$ cat config.mk
export PLATFORM = sky130hd
export DESIGN_NAME = halfband_decimation_chain_planner
export DESIGN_NICKNAME = d
export VERILOG_FILES = /design/src/hw/rtl/hdcp_pkg.sv /design/src/hw/rtl/hdcp_halver.sv /design/src/hw/rtl/halfband_decimation_chain_planner.sv
export SDC_FILE = /design/constraint.sdc
export NUM_CORES = 2
export LEC_CHECK = 0
export BUFFER_PORTS_ARGS = -buffer_cell sky130_fd_sc_hd__buf_2
export CORE_UTILIZATION = 25
export CTS_BUF_LIST = sky130_fd_sc_hd__clkbuf_8
export DETAILED_ROUTE_END_ITERATION = 8
export PLACE_DENSITY_LB_ADDON = 0.08
export SLEW_MARGIN = 20
export SYNTH_ARGS = -nofsm -noshare
export SYNTH_HDL_FRONTEND = slang
export SYNTH_SLANG_ARGS = --single-unit
$ cat constraint.sdc
create_clock -name clk -period 15.8 [get_ports clk]
set_input_delay 2.37 -clock clk [delete_from_list [all_inputs] [get_ports clk]]
set_output_delay 2.37 -clock clk [all_outputs]
set_load 0.02 [all_outputs]
$ cat src/hw/rtl/hdcp_pkg.sv
// ---------------------------------------------------------------------------
// hdcp_pkg: shared types and microcode for the halfband chain planner
// holds the stage mode codes, the control word layout and the program rom
// ---------------------------------------------------------------------------
package hdcp_pkg;

  localparam int RATE_W = 27;
  localparam int IDX_W  = 6;
  localparam int OFS_W  = 59;
  localparam int STEP_W = 3;

  typedef enum logic [1:0] {
    MODE_NONE   = 2'd0,
    MODE_LOWER  = 2'd1,
    MODE_UPPER  = 2'd2,
    MODE_CENTER = 2'd3
  } mode_t;

  // outcome of one halving test
  typedef struct packed {
    logic  hit;
    mode_t mode;
  } fit_t;

  typedef enum logic [1:0] {
    ALU_NONE = 2'd0,
    ALU_MID  = 2'd1,
    ALU_OFS  = 2'd2
  } alu_op_t;

  typedef enum logic [1:0] {
    EMIT_NONE  = 2'd0,
    EMIT_LAST  = 2'd1,
    EMIT_ABORT = 2'd2
  } emit_t;

  // sequencing condition of a step
  typedef enum logic [2:0] {
    COND_JUMP  = 3'd0,  // go to target
    COND_IN    = 3'd1,  // hold until a request arrives, then advance
    COND_RATE0 = 3'd2,  // go to target on zero rate, else advance
    COND_TEST  = 3'd3,  // repeat while stages keep fitting, else advance
    COND_SLOT  = 3'd4   // hold until the output slot is free, then go to target
  } cond_t;

  typedef logic [STEP_W-1:0] step_t;

  localparam step_t STEP_IDLE  = 3'd0;
  localparam step_t STEP_INIT  = 3'd1;
  localparam step_t STEP_TEST  = 3'd2;
  localparam step_t STEP_MID   = 3'd3;
  localparam step_t STEP_OFS   = 3'd4;
  localparam step_t STEP_LAST  = 3'd5;
  localparam step_t STEP_ABORT = 3'd6;

  typedef struct packed {
    logic    take_in;
    logic    init_load;
    logic    test_en;
    alu_op_t alu;
    emit_t   emit;
    cond_t   cond;
    step_t   tgt;
  } ctrl_t;

  function automatic ctrl_t hdcp_ucode(input step_t step);
    ctrl_t w;
    w = '{take_in: 1'b0, init_load: 1'b0, test_en: 1'b0, alu: ALU_NONE,
          emit: EMIT_NONE, cond: COND_JUMP, tgt: STEP_IDLE};
    unique case (step)
      STEP_IDLE: begin
        w.take_in = 1'b1;
        w.cond    = COND_IN;
      end
      STEP_INIT: begin
        w.init_load = 1'b1;
        w.cond      = COND_RATE0;
        w.tgt       = STEP_ABORT;
      end
      STEP_TEST: begin
        w.test_en = 1'b1;
        w.cond    = COND_TEST;
      end
      STEP_MID: begin
        w.alu = ALU_MID;
        w.tgt = STEP_OFS;
      end
      STEP_OFS: begin
        w.alu = ALU_OFS;
        w.tgt = STEP_LAST;
      end
      STEP_LAST: begin
        w.emit = EMIT_LAST;
        w.cond = COND_SLOT;
        w.tgt  = STEP_IDLE;
      end
      STEP_ABORT: begin
        w.emit = EMIT_ABORT;
        w.cond = COND_SLOT;
        w.tgt  = STEP_IDLE;
      end
      default: begin
        w.tgt = STEP_IDLE;
      end
    endcase
    return w;
  endfunction

endpackage

$ cat src/hw/rtl/hdcp_halver.sv
// ---------------------------------------------------------------------------
// hdcp_halver: one halving test of the signal band
// tries lower, upper and center half in parallel and picks the first fit
// ---------------------------------------------------------------------------
module hdcp_halver import hdcp_pkg::*; #(
  parameter int VAL_W = 61
) (
  input  logic signed [VAL_W-1:0] band_lo,
  input  logic signed [VAL_W-1:0] band_hi,
  input  logic        [VAL_W-1:0] band_bw,
  input  logic signed [VAL_W-1:0] chan_lo,
  input  logic signed [VAL_W-1:0] chan_hi,
  input  logic                    chan_ok,
  output fit_t                    fit,
  output logic signed [VAL_W-1:0] new_lo,
  output logic signed [VAL_W-1:0] new_hi,
  output logic        [VAL_W-1:0] new_bw
);

  logic        [VAL_W-1:0] half;
  logic        [VAL_W-1:0] quarter;
  logic signed [VAL_W-1:0] lo_half;
  logic signed [VAL_W-1:0] hi_half;
  logic signed [VAL_W-1:0] lo_qtr;
  logic signed [VAL_W-1:0] hi_qtr;
  logic                    fit_lower;
  logic                    fit_upper;
  logic                    fit_center;

  // band width is never negative, so plain shifts give the floor
  assign half    = band_bw >> 1;
  assign quarter = band_bw >> 2;
  assign lo_half = band_lo + $signed(half);
  assign hi_half = band_hi - $signed(half);
  assign lo_qtr  = band_lo + $signed(quarter);
  assign hi_qtr  = band_hi - $signed(quarter);

  // candidate halves are non-empty exactly when half (or the width) is nonzero
  assign fit_lower  = chan_ok && (half != '0) && (band_lo <= chan_lo) && (lo_half >= chan_hi);
  assign fit_upper  = chan_ok && (half != '0) && (hi_half <= chan_lo) && (band_hi >= chan_hi);
  assign fit_center = chan_ok && (band_bw != '0) && (lo_qtr <= chan_lo) && (hi_qtr >= chan_hi);

  always_comb begin
    fit    = '{hit: 1'b0, mode: MODE_NONE};
    new_lo = band_lo;
    new_hi = band_hi;
    new_bw = band_bw;
    if (fit_lower) begin
      fit    = '{hit: 1'b1, mode: MODE_LOWER};
      new_hi = lo_half;
      new_bw = half;
    end else if (fit_upper) begin
      fit    = '{hit: 1'b1, mode: MODE_UPPER};
      new_lo = hi_half;
      new_bw = half;
    end else if (fit_center) begin
      fit    = '{hit: 1'b1, mode: MODE_CENTER};
      new_lo = lo_qtr;
      new_hi = hi_qtr;
      new_bw = band_bw - (quarter << 1);
    end
  end

endmodule

$ cat src/hw/rtl/halfband_decimation_chain_planner.sv
// ---------------------------------------------------------------------------
// halfband_decimation_chain_planner: plans a cascade of halfband stages
// microcoded sequencer over a fixed-point band datapath; one result per stage
// ---------------------------------------------------------------------------
//
//  channel | handshake           | payload
//  --------+---------------------+---------------------------------------------
//  in_     | in_valid / in_stall | input_rate, requested_rate, requested_center
//  out_    | out_valid/out_stall | stage_mode, stage_index, is_last, aborted,
//          |                     | offset_q32, output_rate
//
//  a request passes an accept step, a setup step, one halving test per cycle
//  while the output slot is free, two offset steps (midpoint, then offset)
//  and a step that loads the last result, plus any waits on out_stall; a zero
//  rate goes from the setup step straight to the abort step
//  the halving test (three candidate halves compared at once) sets the pace
//  one request is planned at a time; in_stall is high outside the idle step
//  out_stall only holds the output register; the sequencer waits on it when
//  a new result is ready and the register is still occupied
//  synchronous active-low reset clears the step counter and the output valid
//
module halfband_decimation_chain_planner import hdcp_pkg::*; #(
  parameter int MAX_STAGES = 32,
  parameter int FRAC_BITS  = 32
) (
  input  logic                     clk,
  input  logic                     rst_n,
  input  logic                     in_valid,
  output logic                     in_stall,
  input  logic [RATE_W-1:0]        in_input_rate,
  input  logic [RATE_W-1:0]        in_requested_rate,
  input  logic signed [RATE_W-1:0] in_requested_center,
  output logic                     out_valid,
  input  logic                     out_stall,
  output logic [1:0]               out_stage_mode,
  output logic [IDX_W-1:0]         out_stage_index,
  output logic                     out_is_last,
  output logic                     out_aborted,
  output logic signed [OFS_W-1:0]  out_offset_q32,
  output logic [RATE_W-1:0]        out_output_rate
);

  // band values span 28 integer bits plus sign above the fraction
  localparam int VAL_W = FRAC_BITS + RATE_W + 2;

  // sequencer
  step_t step_r, step_nxt;
  ctrl_t ctrl;

  // captured request
  logic [RATE_W-1:0]        rate_r;
  logic [RATE_W-2:0]        req_half_r;
  logic signed [RATE_W-1:0] cen_r;

  // band datapath
  logic signed [VAL_W-1:0] lo_r, hi_r, clo_r, chi_r, tmp_r;
  logic        [VAL_W-1:0] bw_r;
  logic                    chan_ok_r;
  logic [IDX_W-1:0]        n_r;
  mode_t                   pend_mode_r;

  // halver results
  fit_t                    fit;
  logic signed [VAL_W-1:0] new_lo, new_hi;
  logic        [VAL_W-1:0] new_bw;

  // setup values
  logic signed [VAL_W-1:0]  rate_half_q;
  logic signed [RATE_W:0]   chan_lo_i, chan_hi_i;
  logic signed [VAL_W-1:0]  cen_q;
  logic signed [63:0]       ofs_ext;

  // output register
  logic                    out_valid_r;
  logic [1:0]              out_mode_r;
  logic [IDX_W-1:0]        out_index_r;
  logic                    out_last_r;
  logic                    out_abort_r;
  logic signed [OFS_W-1:0] out_ofs_r;
  logic [RATE_W-1:0]       out_rate_r;

  // control decode
  logic slot_free, at_cap, test_go, take_stage;
  logic emit_pend, emit_last, emit_abort;

  assign ctrl = hdcp_ucode(step_r);

  assign in_stall   = !ctrl.take_in;
  assign slot_free  = !out_valid_r || !out_stall;
  assign at_cap     = (n_r == IDX_W'(MAX_STAGES));
  // a fitting stage pushes out the previous pending stage, if any
  assign test_go    = (n_r == '0) || slot_free;
  assign take_stage = ctrl.test_en && test_go && !at_cap && fit.hit;
  assign emit_pend  = take_stage && (n_r != '0);
  assign emit_last  = (ctrl.emit == EMIT_LAST) && slot_free;
  assign emit_abort = (ctrl.emit == EMIT_ABORT) && slot_free;

  // setup arithmetic: integer halves scaled into the fixed-point band
  assign rate_half_q = VAL_W'({1'b0, rate_r[RATE_W-1:1]}) << FRAC_BITS;
  assign chan_lo_i   = $signed({cen_r[RATE_W-1], cen_r}) - $signed({2'b00, req_half_r});
  assign chan_hi_i   = $signed({cen_r[RATE_W-1], cen_r}) + $signed({2'b00, req_half_r});
  assign cen_q       = VAL_W'(cen_r) <<< FRAC_BITS;
  assign ofs_ext     = 64'(tmp_r);

  hdcp_halver #(
    .VAL_W(VAL_W)
  ) u_halver (
    .band_lo (lo_r),
    .band_hi (hi_r),
    .band_bw (bw_r),
    .chan_lo (clo_r),
    .chan_hi (chi_r),
    .chan_ok (chan_ok_r),
    .fit     (fit),
    .new_lo  (new_lo),
    .new_hi  (new_hi),
    .new_bw  (new_bw)
  );

  // next step from the condition of the current control word
  always_comb begin
    step_nxt = step_r;
    unique case (ctrl.cond)
      COND_JUMP: begin
        step_nxt = ctrl.tgt;
      end
      COND_IN: begin
        if (in_valid) begin
          step_nxt = step_r + 1'b1;
        end
      end
      COND_RATE0: begin
        step_nxt = (rate_r == '0) ? ctrl.tgt : step_r + 1'b1;
      end
      COND_TEST: begin
        if (test_go && !(fit.hit && !at_cap)) begin
          step_nxt = step_r + 1'b1;
        end
      end
      COND_SLOT: begin
        if (slot_free) begin
          step_nxt = ctrl.tgt;
        end
      end
      default: begin
        step_nxt = STEP_IDLE;
      end
    endcase
  end

  // control state
  always_ff @(posedge clk) begin
    if (!rst_n) begin
      step_r      <= STEP_IDLE;
      n_r         <= '0;
      pend_mode_r <= MODE_NONE;
    end else begin
      step_r <= step_nxt;
      if (ctrl.init_load) begin
        n_r         <= '0;
        pend_mode_r <= MODE_NONE;
      end else if (take_stage) begin
        n_r         <= n_r + 1'b1;
        pend_mode_r <= fit.mode;
      end
    end
  end

  // request capture and band datapath
  always_ff @(posedge clk) begin
    if (ctrl.take_in && in_valid) begin
      rate_r     <= in_input_rate;
      req_half_r <= in_requested_rate[RATE_W-1:1];
      cen_r      <= in_requested_center;
    end
    if (ctrl.init_load) begin
      lo_r      <= -rate_half_q;
      hi_r      <= rate_half_q;
      bw_r      <= rate_half_q << 1;
      clo_r     <= VAL_W'(chan_lo_i) <<< FRAC_BITS;
      chi_r     <= VAL_W'(chan_hi_i) <<< FRAC_BITS;
      // channel band is empty below 2 Hz
      chan_ok_r <= (req_half_r != '0);
    end else if (take_stage) begin
      lo_r <= new_lo;
      hi_r <= new_hi;
      bw_r <= new_bw;
    end
    case (ctrl.alu)
      ALU_MID: tmp_r <= lo_r + $signed(bw_r >> 1);
      ALU_OFS: tmp_r <= cen_q - tmp_r;
      default: tmp_r <= tmp_r;
    endcase
  end

  // output register
  always_ff @(posedge clk) begin
    if (!rst_n) begin
      out_valid_r <= 1'b0;
    end else if (emit_pend || emit_last || emit_abort) begin
      out_valid_r <= 1'b1;
    end else if (!out_stall) begin
      out_valid_r <= 1'b0;
    end
  end

  always_ff @(posedge clk) begin
    if (emit_pend) begin
      out_mode_r  <= pend_mode_r;
      out_index_r <= n_r - 1'b1;
      out_last_r  <= 1'b0;
      out_abort_r <= 1'b0;
      out_ofs_r   <= '0;
      out_rate_r  <= '0;
    end else if (emit_last) begin
      // with no stage the pending mode is still none
      out_mode_r  <= pend_mode_r;
      out_index_r <= (n_r == '0) ? '0 : n_r - 1'b1;
      out_last_r  <= 1'b1;
      out_abort_r <= 1'b0;
      out_ofs_r   <= ofs_ext[OFS_W-1:0];
      out_rate_r  <= rate_r >> n_r;
    end else if (emit_abort) begin
      out_mode_r  <= MODE_NONE;
      out_index_r <= '0;
      out_last_r  <= 1'b1;
      out_abort_r <= 1'b1;
      out_ofs_r   <= '0;
      out_rate_r  <= '0;
    end
  end

  assign out_valid       = out_valid_r;
  assign out_stage_mode  = out_mode_r;
  assign out_stage_index = out_index_r;
  assign out_is_last     = out_last_r;
  assign out_aborted     = out_abort_r;
  assign out_offset_q32  = out_ofs_r;
  assign out_output_rate = out_rate_r;

  // stage count never passes the cap
  a_cap: assert property (@(posedge clk) disable iff (!rst_n)
    n_r <= IDX_W'(MAX_STAGES))
    else $error("stage count beyond cap");

  // band stays ordered while halving
  a_order: assert property (@(posedge clk) disable iff (!rst_n)
    (step_r == STEP_TEST) |-> (lo_r <= hi_r))
    else $error("band edges crossed");

  // an aborted plan is a single last result with no stage
  a_abort: assert property (@(posedge clk) disable iff (!rst_n)
    (out_valid_r && out_abort_r) |-> (out_last_r && out_mode_r == MODE_NONE))
    else $error("abort result malformed");

  // once the last result is loaded the sequencer returns to idle
  a_done: assert property (@(posedge clk) disable iff (!rst_n)
    (emit_last || emit_abort) |=> (step_r == STEP_IDLE))
    else $error("sequencer did not return to idle");

endmodule
=== After elaboration in Yosys (flattened, before gate mapping) ===
Index checks and enable logic that the tools add are counted.

* Add/subtract/negate cells: 12
* Multiply operators: 0
* Div/mod/pow operators: 0
* Magnitude comparators: 6
* Equality and inequality tests: 22
* Shifts and indexed selects: 1
* Muxes and demuxes: 46
* Bitwise gates (word level): 1
* Reduce and logical (&&, ||, !) cells: 52

{| class="wikitable"
|+ Operator list
! kind !! number
|-
| 61-bit 2-to-1 mux || 11
|-
| 59-bit 2-to-1 mux || 4
|-
| 61-bit by 60-bit greater-or-equal comparator with 1-bit output || 3
|-
| 61-bit by 60-bit less-or-equal comparator with 1-bit output || 3
|-
| 61-bit case mux with 2 select lines || 1
|-
| 61-bit nonzero test || 2
|-
| 61-bit by 60-bit subtractor with 61-bit output || 2
|-
| 58-bit 2-to-1 mux || 2
|-
| 61-bit by 60-bit adder with 61-bit output || 1
|-
| 61-bit adder || 1
|-
| 58-bit negation with 61-bit output || 1
|-
| 59-bit by 61-bit subtractor with 61-bit output || 1
|-
| 61-bit subtractor || 1
|-
| 27-bit 2-to-1 mux || 2
|-
| 27-bit by 27-bit adder with 28-bit output || 1
|-
| 27-bit by 27-bit subtractor with 28-bit output || 1
|-
| 27-bit zero test || 1
|-
| 27-bit by 6-bit >> shifter with 27-bit output || 1
|-
| 26-bit nonzero test || 1
|-
| 6-bit 2-to-1 mux || 4
|-
| 3-bit 2-to-1 mux || 7
|-
| 1-bit logical AND || 17
|-
| 3-bit case mux with 5 select lines || 1
|-
| 3-bit by 2-bit == test with 1-bit output (second input constant) || 4
|-
| 28 further kinds || 67
|}

* Bits in registers: 489
* Latch bits: 0
* Bits in writable memories: 0
* Bits in read-only memories: 0
* Input bits: 85
* Memories: 0

=== Depth between registers and ports, before layout ===
* Depth in word-level cells: 12
* Depth in mapped cells: 32

=== Cells and area by module ===
Synthesis repeated with hierarchy kept, for this count alone.

* Cell total of the unflattened synthesis: 7115
* Area, all modules: 56651.8 um^2

{| class="wikitable"
|+ Modules (own cells, without submodules)
! module !! instances !! cells an instance !! area an instance (um^2) !! seq. area each (um^2)
|-
| hdcp_halver || 1 || 4395 || 29921.2 || 0.0
|-
| halfband_decimation_chain_planner || 1 || 2720 || 26730.6 || 12892.4
|}

=== Least setup slack after synthesis ===
No wires, ideal clock.

* Kind: register to register
* Start point: reg lo_r[0]
* End point: reg lo_r[0], enable pin
* Setup time: 0.564 ns
* Data arrival time: 10.639 ns
* Setup slack: 4.597 ns
* Stages on the path, launching flop included: 31
* Path buffers: 2
* Cells stage by stage: edfxtp_1 ha_1 fa_1 a211oi_1 o21a_1 nor4_1 or2_2 clkbuf_1 o31ai_1 a31oi_1 a211oi_1 o21ai_0 a21oi_1 nor3b_1 o21ai_0 xor2_1 inv_1 ha_1 nand4_1 nor4_1 nand3_1 nor3_1 nand2_1 nor4_1 and4_1 nand4_1 o21a_1 a21oi_1 clkbuf_1 o21ai_0 o21ai_0

* Word-level cells in the longest chain between the ends: 10
* Elaborated cells on any way between the ends: 17
* Classes of those cells: add/sub: 2; order compare: 3; eq/ne: 1; mux: 3; reduce/logical: 8

{| class="wikitable"
|+ RTL lines
! item !! RTL line !! source
|-
| from (decl) || halfband_decimation_chain_planner.sv:56 || <nowiki>logic signed [VAL_W-1:0] lo_r, hi_r, clo_r, chi_r, tmp_r;</nowiki>
|-
| from (signal assigned) || halfband_decimation_chain_planner.sv:177 || <nowiki>lo_r <= -rate_half_q;</nowiki>
|-
| from (signal assigned) || halfband_decimation_chain_planner.sv:185 || <nowiki>lo_r <= new_lo;</nowiki>
|-
| 61-bit by 60-bit adder with 61-bit output || hdcp_halver.sv:35 || <nowiki>assign lo_qtr = band_lo + $signed(quarter);</nowiki>
|-
| 61-bit by 60-bit less-or-equal comparator with 1-bit output || hdcp_halver.sv:41 || <nowiki>assign fit_center = chan_ok && (band_bw != '0) && (lo_qtr <= chan_lo) && (hi_qtr >= chan_hi);</nowiki>
|-
| 1-bit logical AND (2 in series) || hdcp_halver.sv:41 ||
|-
| 3-bit 2-to-1 mux || hdcp_halver.sv:56 || <nowiki>end else if (fit_center) begin</nowiki>
|-
| 3-bit 2-to-1 mux || hdcp_halver.sv:52 || <nowiki>end else if (fit_upper) begin</nowiki>
|-
| 3-bit 2-to-1 mux || hdcp_halver.sv:48 || <nowiki>if (fit_lower) begin</nowiki>
|-
| 1-bit logical AND || halfband_decimation_chain_planner.sv:93 || <nowiki>assign take_stage = ctrl.test_en && test_go && !at_cap && fit.hit;</nowiki>
|-
| 2-bit nonzero test (no line) || - ||
|-
| 3-bit AND reduction (no line) * || - ||
|}

Every way passes the cells marked *; elsewhere a longest branch is shown, timed or not.
A chain may end at the register's enable or synchronous reset.

=== Worst setup path after layout ===
* Start point: reg bw_r[2]
* End point: reg out_index_r[5], in the netlist out_stage_index[5], enable pin

* Word-level cells in the longest chain between the ends: 10
* Elaborated cells on any way between the ends: 24
* Classes of those cells: add/sub: 4; order compare: 4; mux: 3; reduce/logical: 13

{| class="wikitable"
|+ RTL lines
! item !! RTL line !! source
|-
| from (decl) || halfband_decimation_chain_planner.sv:57 || <nowiki>logic [VAL_W-1:0] bw_r;</nowiki>
|-
| from (signal assigned) || halfband_decimation_chain_planner.sv:179 || <nowiki>bw_r <= rate_half_q << 1;</nowiki>
|-
| from (signal assigned) || halfband_decimation_chain_planner.sv:187 || <nowiki>bw_r <= new_bw;</nowiki>
|-
| 61-bit by 60-bit adder with 61-bit output or 61-bit nonzero test (tied branches) || hdcp_halver.sv:35, hdcp_halver.sv:41 ||
|-
| 61-bit by 60-bit less-or-equal comparator with 1-bit output or 1-bit logical AND (tied branches) || hdcp_halver.sv:41 ||
|-
| 1-bit logical AND (2 in series) || hdcp_halver.sv:41 ||
|-
| 3-bit 2-to-1 mux || hdcp_halver.sv:56 ||
|-
| 3-bit 2-to-1 mux || hdcp_halver.sv:52 ||
|-
| 3-bit 2-to-1 mux * || hdcp_halver.sv:48 ||
|-
| 1-bit logical AND * || halfband_decimation_chain_planner.sv:93 ||
|-
| 1-bit logical AND * || halfband_decimation_chain_planner.sv:94 || <nowiki>assign emit_pend = take_stage && (n_r != '0);</nowiki>
|-
| 3-bit nonzero test (no line) * || - ||
|-
| to (signal assigned) || halfband_decimation_chain_planner.sv:210 || <nowiki>out_index_r <= n_r - 1'b1;</nowiki>
|-
| to (signal assigned) || halfband_decimation_chain_planner.sv:218 || <nowiki>out_index_r <= (n_r == '0) ? '0 : n_r - 1'b1;</nowiki>
|-
| to (decl) || halfband_decimation_chain_planner.sv:76 || <nowiki>logic [IDX_W-1:0] out_index_r;</nowiki>
|}

Marked as above.

==> metrics list <==
* Avg Cell Area, Syn: 8.510 um^2
- After clock tree synthesis, the clock-pin slew on the worst setup and hold paths is 0.06 ns.
- In this run, CTS created clock tree buffers numbering 96.
- Finished layout cell area: 53510 um^2
- Root buffer cell: sky130_fd_sc_hd__clkbuf_8
* Average detailed-routed wire length per instance: 26.27 um
- Cts repair resizes: 0
- Yosys cell types: 96
- Main area contributors after synthesis: sky130_fd_sc_hd__edfxtp_1 (20%), sky130_fd_sc_hd__ha_1 (16%), sky130_fd_sc_hd__dfxtp_1 (7.2%), sky130_fd_sc_hd__a21oi_1 (5.2%), sky130_fd_sc_hd__xnor2_1 (4.4%)
- Sum of negative setup slack: 0 ns
* Gpl congestion: 0.9037
- The detail route stage leaves a number of antenna-violating nets equal to 0.
- Antenna violations before repair: 10
- Dividing the detail-routed via count by the number of cells gives 5.297.
- Worst Tran Pin Value: 1.132 ns
- Among cell families on the critical path, the largest total delay comes from compound AO/OA/AOI/OAI gates.
* Post-Route Skew: 0.07166 ns
- STA classifies the critical path startpoint as a flop.
- Global-route wire length before repair: 308.6 mm
- The tree built by TritonCTS fans out to 486 sinks.
* CTS H-Tree Depth: 3
* Met1 global-route usage: 29.85%
- Summed over all instances, the cell type with the most area after synthesis is sky130_fd_sc_hd__edfxtp_1.
* Count of pins over their slew limit: 0
* Synth Area in Compound Gates: 25.35%
- In this run the standard cell core region covers 188000 um^2.
* Number of register bits inferred by synthesis: 486
* Leading cell type in the layout, fill and taps excluded: sky130_fd_sc_hd__ha_1
- The die is 437.4 um wide.
- The top cell types in the final layout, fill and taps aside, are sky130_fd_sc_hd__ha_1 (618), sky130_fd_sc_hd__a21oi_1 (495), sky130_fd_sc_hd__nor2_1 (397), sky130_fd_sc_hd__o21ai_0 (388), sky130_fd_sc_hd__nand2_1 (382).
- The worst setup path is captured at a flop.
* Max-cap violation count: 0
- Adder-cell share of the synthesized area: 16.61%
- Data on the critical path is required at its endpoint by 16.28 ns.
- Iteration count of the initial detailed-routing pass: 8
- Slowest CP cell: sky130_fd_sc_hd__nor4_1
- Cells after Synth: 5570
- Layout Cells excl Fill: 8309
* Path class of the lowest-slack min-delay path: flop to flop
* Number of endpoints with negative hold slack in the final report: 0
- After global routing, the most crowded layer is met2.
* Worst Path Max Fanout: 69
* Overflow left after global routing: 0
* Register area share after synthesis: 27.20%
- At the worst endpoint, the arrival time is 12.66 ns.
- 183 I/O pins were placed.
- The worst path uses 77.09% of the clock period.
* Yosys warnings: 0
* Buf+Inv Stages, Crit Path: 4
- The synthesized netlist devotes 6.671% of its cell area to XOR and XNOR gates.
- Violated checks: DRC
- Final setup violation count: 0
* Number of vias in the routed layout: 44009
* Total nets after synthesis: 6280
- After the first detailed-routing iteration, the DRC count stood at 3655.
* Post-CTS setup buffer count: 0
* Hold buffer count at CTS: 0
- Setup repair after global routing missed its margin: false
- For this configuration, the core starts out at a cell density of 25.21%.
- Minimum clock period after layout: 12.18 ns
- After synthesis, the largest area contributor takes up 20.02% of total cell area.
- The die covers 191300 um^2.
- Clock latency on the worst-skew pair, taken at its later pin, is 0.86 ns.
- Simple logic cell fraction of the synthesized area: 16.75%
- After synthesis, the share of flip-flops with an asynchronous set or reset is 0%.
* Clock tree from TritonCTS: yes
- The flow ran to the end, but the final reports show violations.
* Area of the mapped netlist: 47400 um^2
* Number of buffers inserted by port buffering: 181
- Post-detail-place hpwl: 179.9 mm
* Row count: 159
* Placed cell count: 8117
- Measured against its own limit, the worst slew margin works out to 24.00%.
* Critical path class: flop to flop
* Vertical extent of the die: 437.4 um
- In this run, synthesis inferred 316 flip-flops with an integrated enable.
* Maximum number of pins on one net before global-route repair: 71
- Multiplexer fraction of the synthesized cell area: 3.001%
- In this run the deepest clock path goes through 3 buffers.
* Global routing met2 resource utilization: 36.85%
- The via count of the first global-routing pass came to 41836.
* Post-placement cell area: 51330 um^2
- Among all flip-flop cells after synthesis, the most frequent one is sky130_fd_sc_hd__edfxtp_1.
- In the final design database the tool counted 6431 nets.
* Residual DRC count: 4
* Detailed-route wire length: 218.3 mm
- Area Overhead vs Synth: 12.88%
* Global Route Usage Sum: 22.07%
- By area, the combinational part of the netlist is dominated by compound AO/OA/AOI/OAI gates.
- For this run, global-route usage on met3 was measured as 2.030%.
- Delay of the slowest critical-path stage: 0.96 ns
- Peak clock frequency supported by timing: 0.08210 GHz
- In the final layout, the share of cells above drive strength 1 is 9.031%.
## cell type report
type,instances,area (um^2)
diodes,12,30.03
clock buffers,112,1541
clock inverters,67,564.3
fillers,20393,134500
inverters,340,1284
multi-input cells,4539,32550
flip-flops and latches,486,12890
well taps,2495,3122
repair buffers,258,1520
## worst reg2reg max path: cells and delay by family, from the launching register on
family | cells | cell delay (ns)
AOI/OAI and AO/OA | 13 | 5.44
and+or+nand+nor | 8 | 3.02
buffers and inverters | 4 | 1.40
adders and majority gates | 3 | 1.18
DFF | 1 | 0.61
xor gates and xnor gates | 1 | 0.18
## synthesized netlist by cell type (all sizes together) (41+ instances only)
cell type  instances
nor3             136
mux2i             96
a22o              80
or3               57
clkbuf           169
nand4             97
o31ai             50
inv              339
a31oi             47
o211ai            61
nor2b             61
o21a              56
o21ai            400
a21o             215
nand2b            62
o21bai            76
nor4              74
a21oi            497
a211oi            71
xnor2            236
edfxtp           316
dfxtp            170
nand2            384
ha               618
nand3            109
and3              57
and2              41
xor2             125
nor2             400
## state kept, by name (all words and copies together), names as in the netlist, 26 cells and up
name / count
out_offset_q32: 59
req_half_r: 26
tmp_r: 59
hi_r: 61
chi_r: 28
lo_r: 61
out_output_rate: 27
rate_r: 27
clo_r: 27
cen_r: 27
bw_r: 61
## routing by layer
layer,share of wire [%],vias up
li1,-,21251
met1,46,21424
met2,47,1088
met3,3.5,244
met4,3.3,2
met5,0.0064,-
## cells by family after synthesis
group | Yosys count
multiplexers | 120
AND/OR/NAND/NOR | 1598
XOR/XNOR | 361
AO/OA/AOI/OAI | 1835
flip-flops | 486
adder cells (fa/ha/maj) | 625
buffers and inverters | 545
## worst paths after layout
check,startpoint,end,slack [ns],cells after the start
min reg2reg,out_is_last,out_is_last,0.46,2
min,out_is_last,out_is_last,0.46,2
max,bw_r[2],out_stage_index[5],3.62,29
max reg2reg,bw_r[2],out_stage_index[5],3.62,29
## per-stage QoR
stage / hold slack (ns) / setup slack, ns / utilization, %
3_5_place_dp: 0.4457 / 4.093 / 27.30
4_1_cts: 0.4605 / 3.927 / 28.42
2_1_floorplan: 0.4341 / 4.597 / -
3_3_place_gp: 0.4391 / 3.818 / 27.30
5_1_grt: 0.4750 / 3.206 / 28.45
6_report: 0.4585 / 3.620 / 28.46
Power is left out: the tool's default activity adds up to more than one toggle a clock period on the data nets, which glitch-free logic cannot reach.
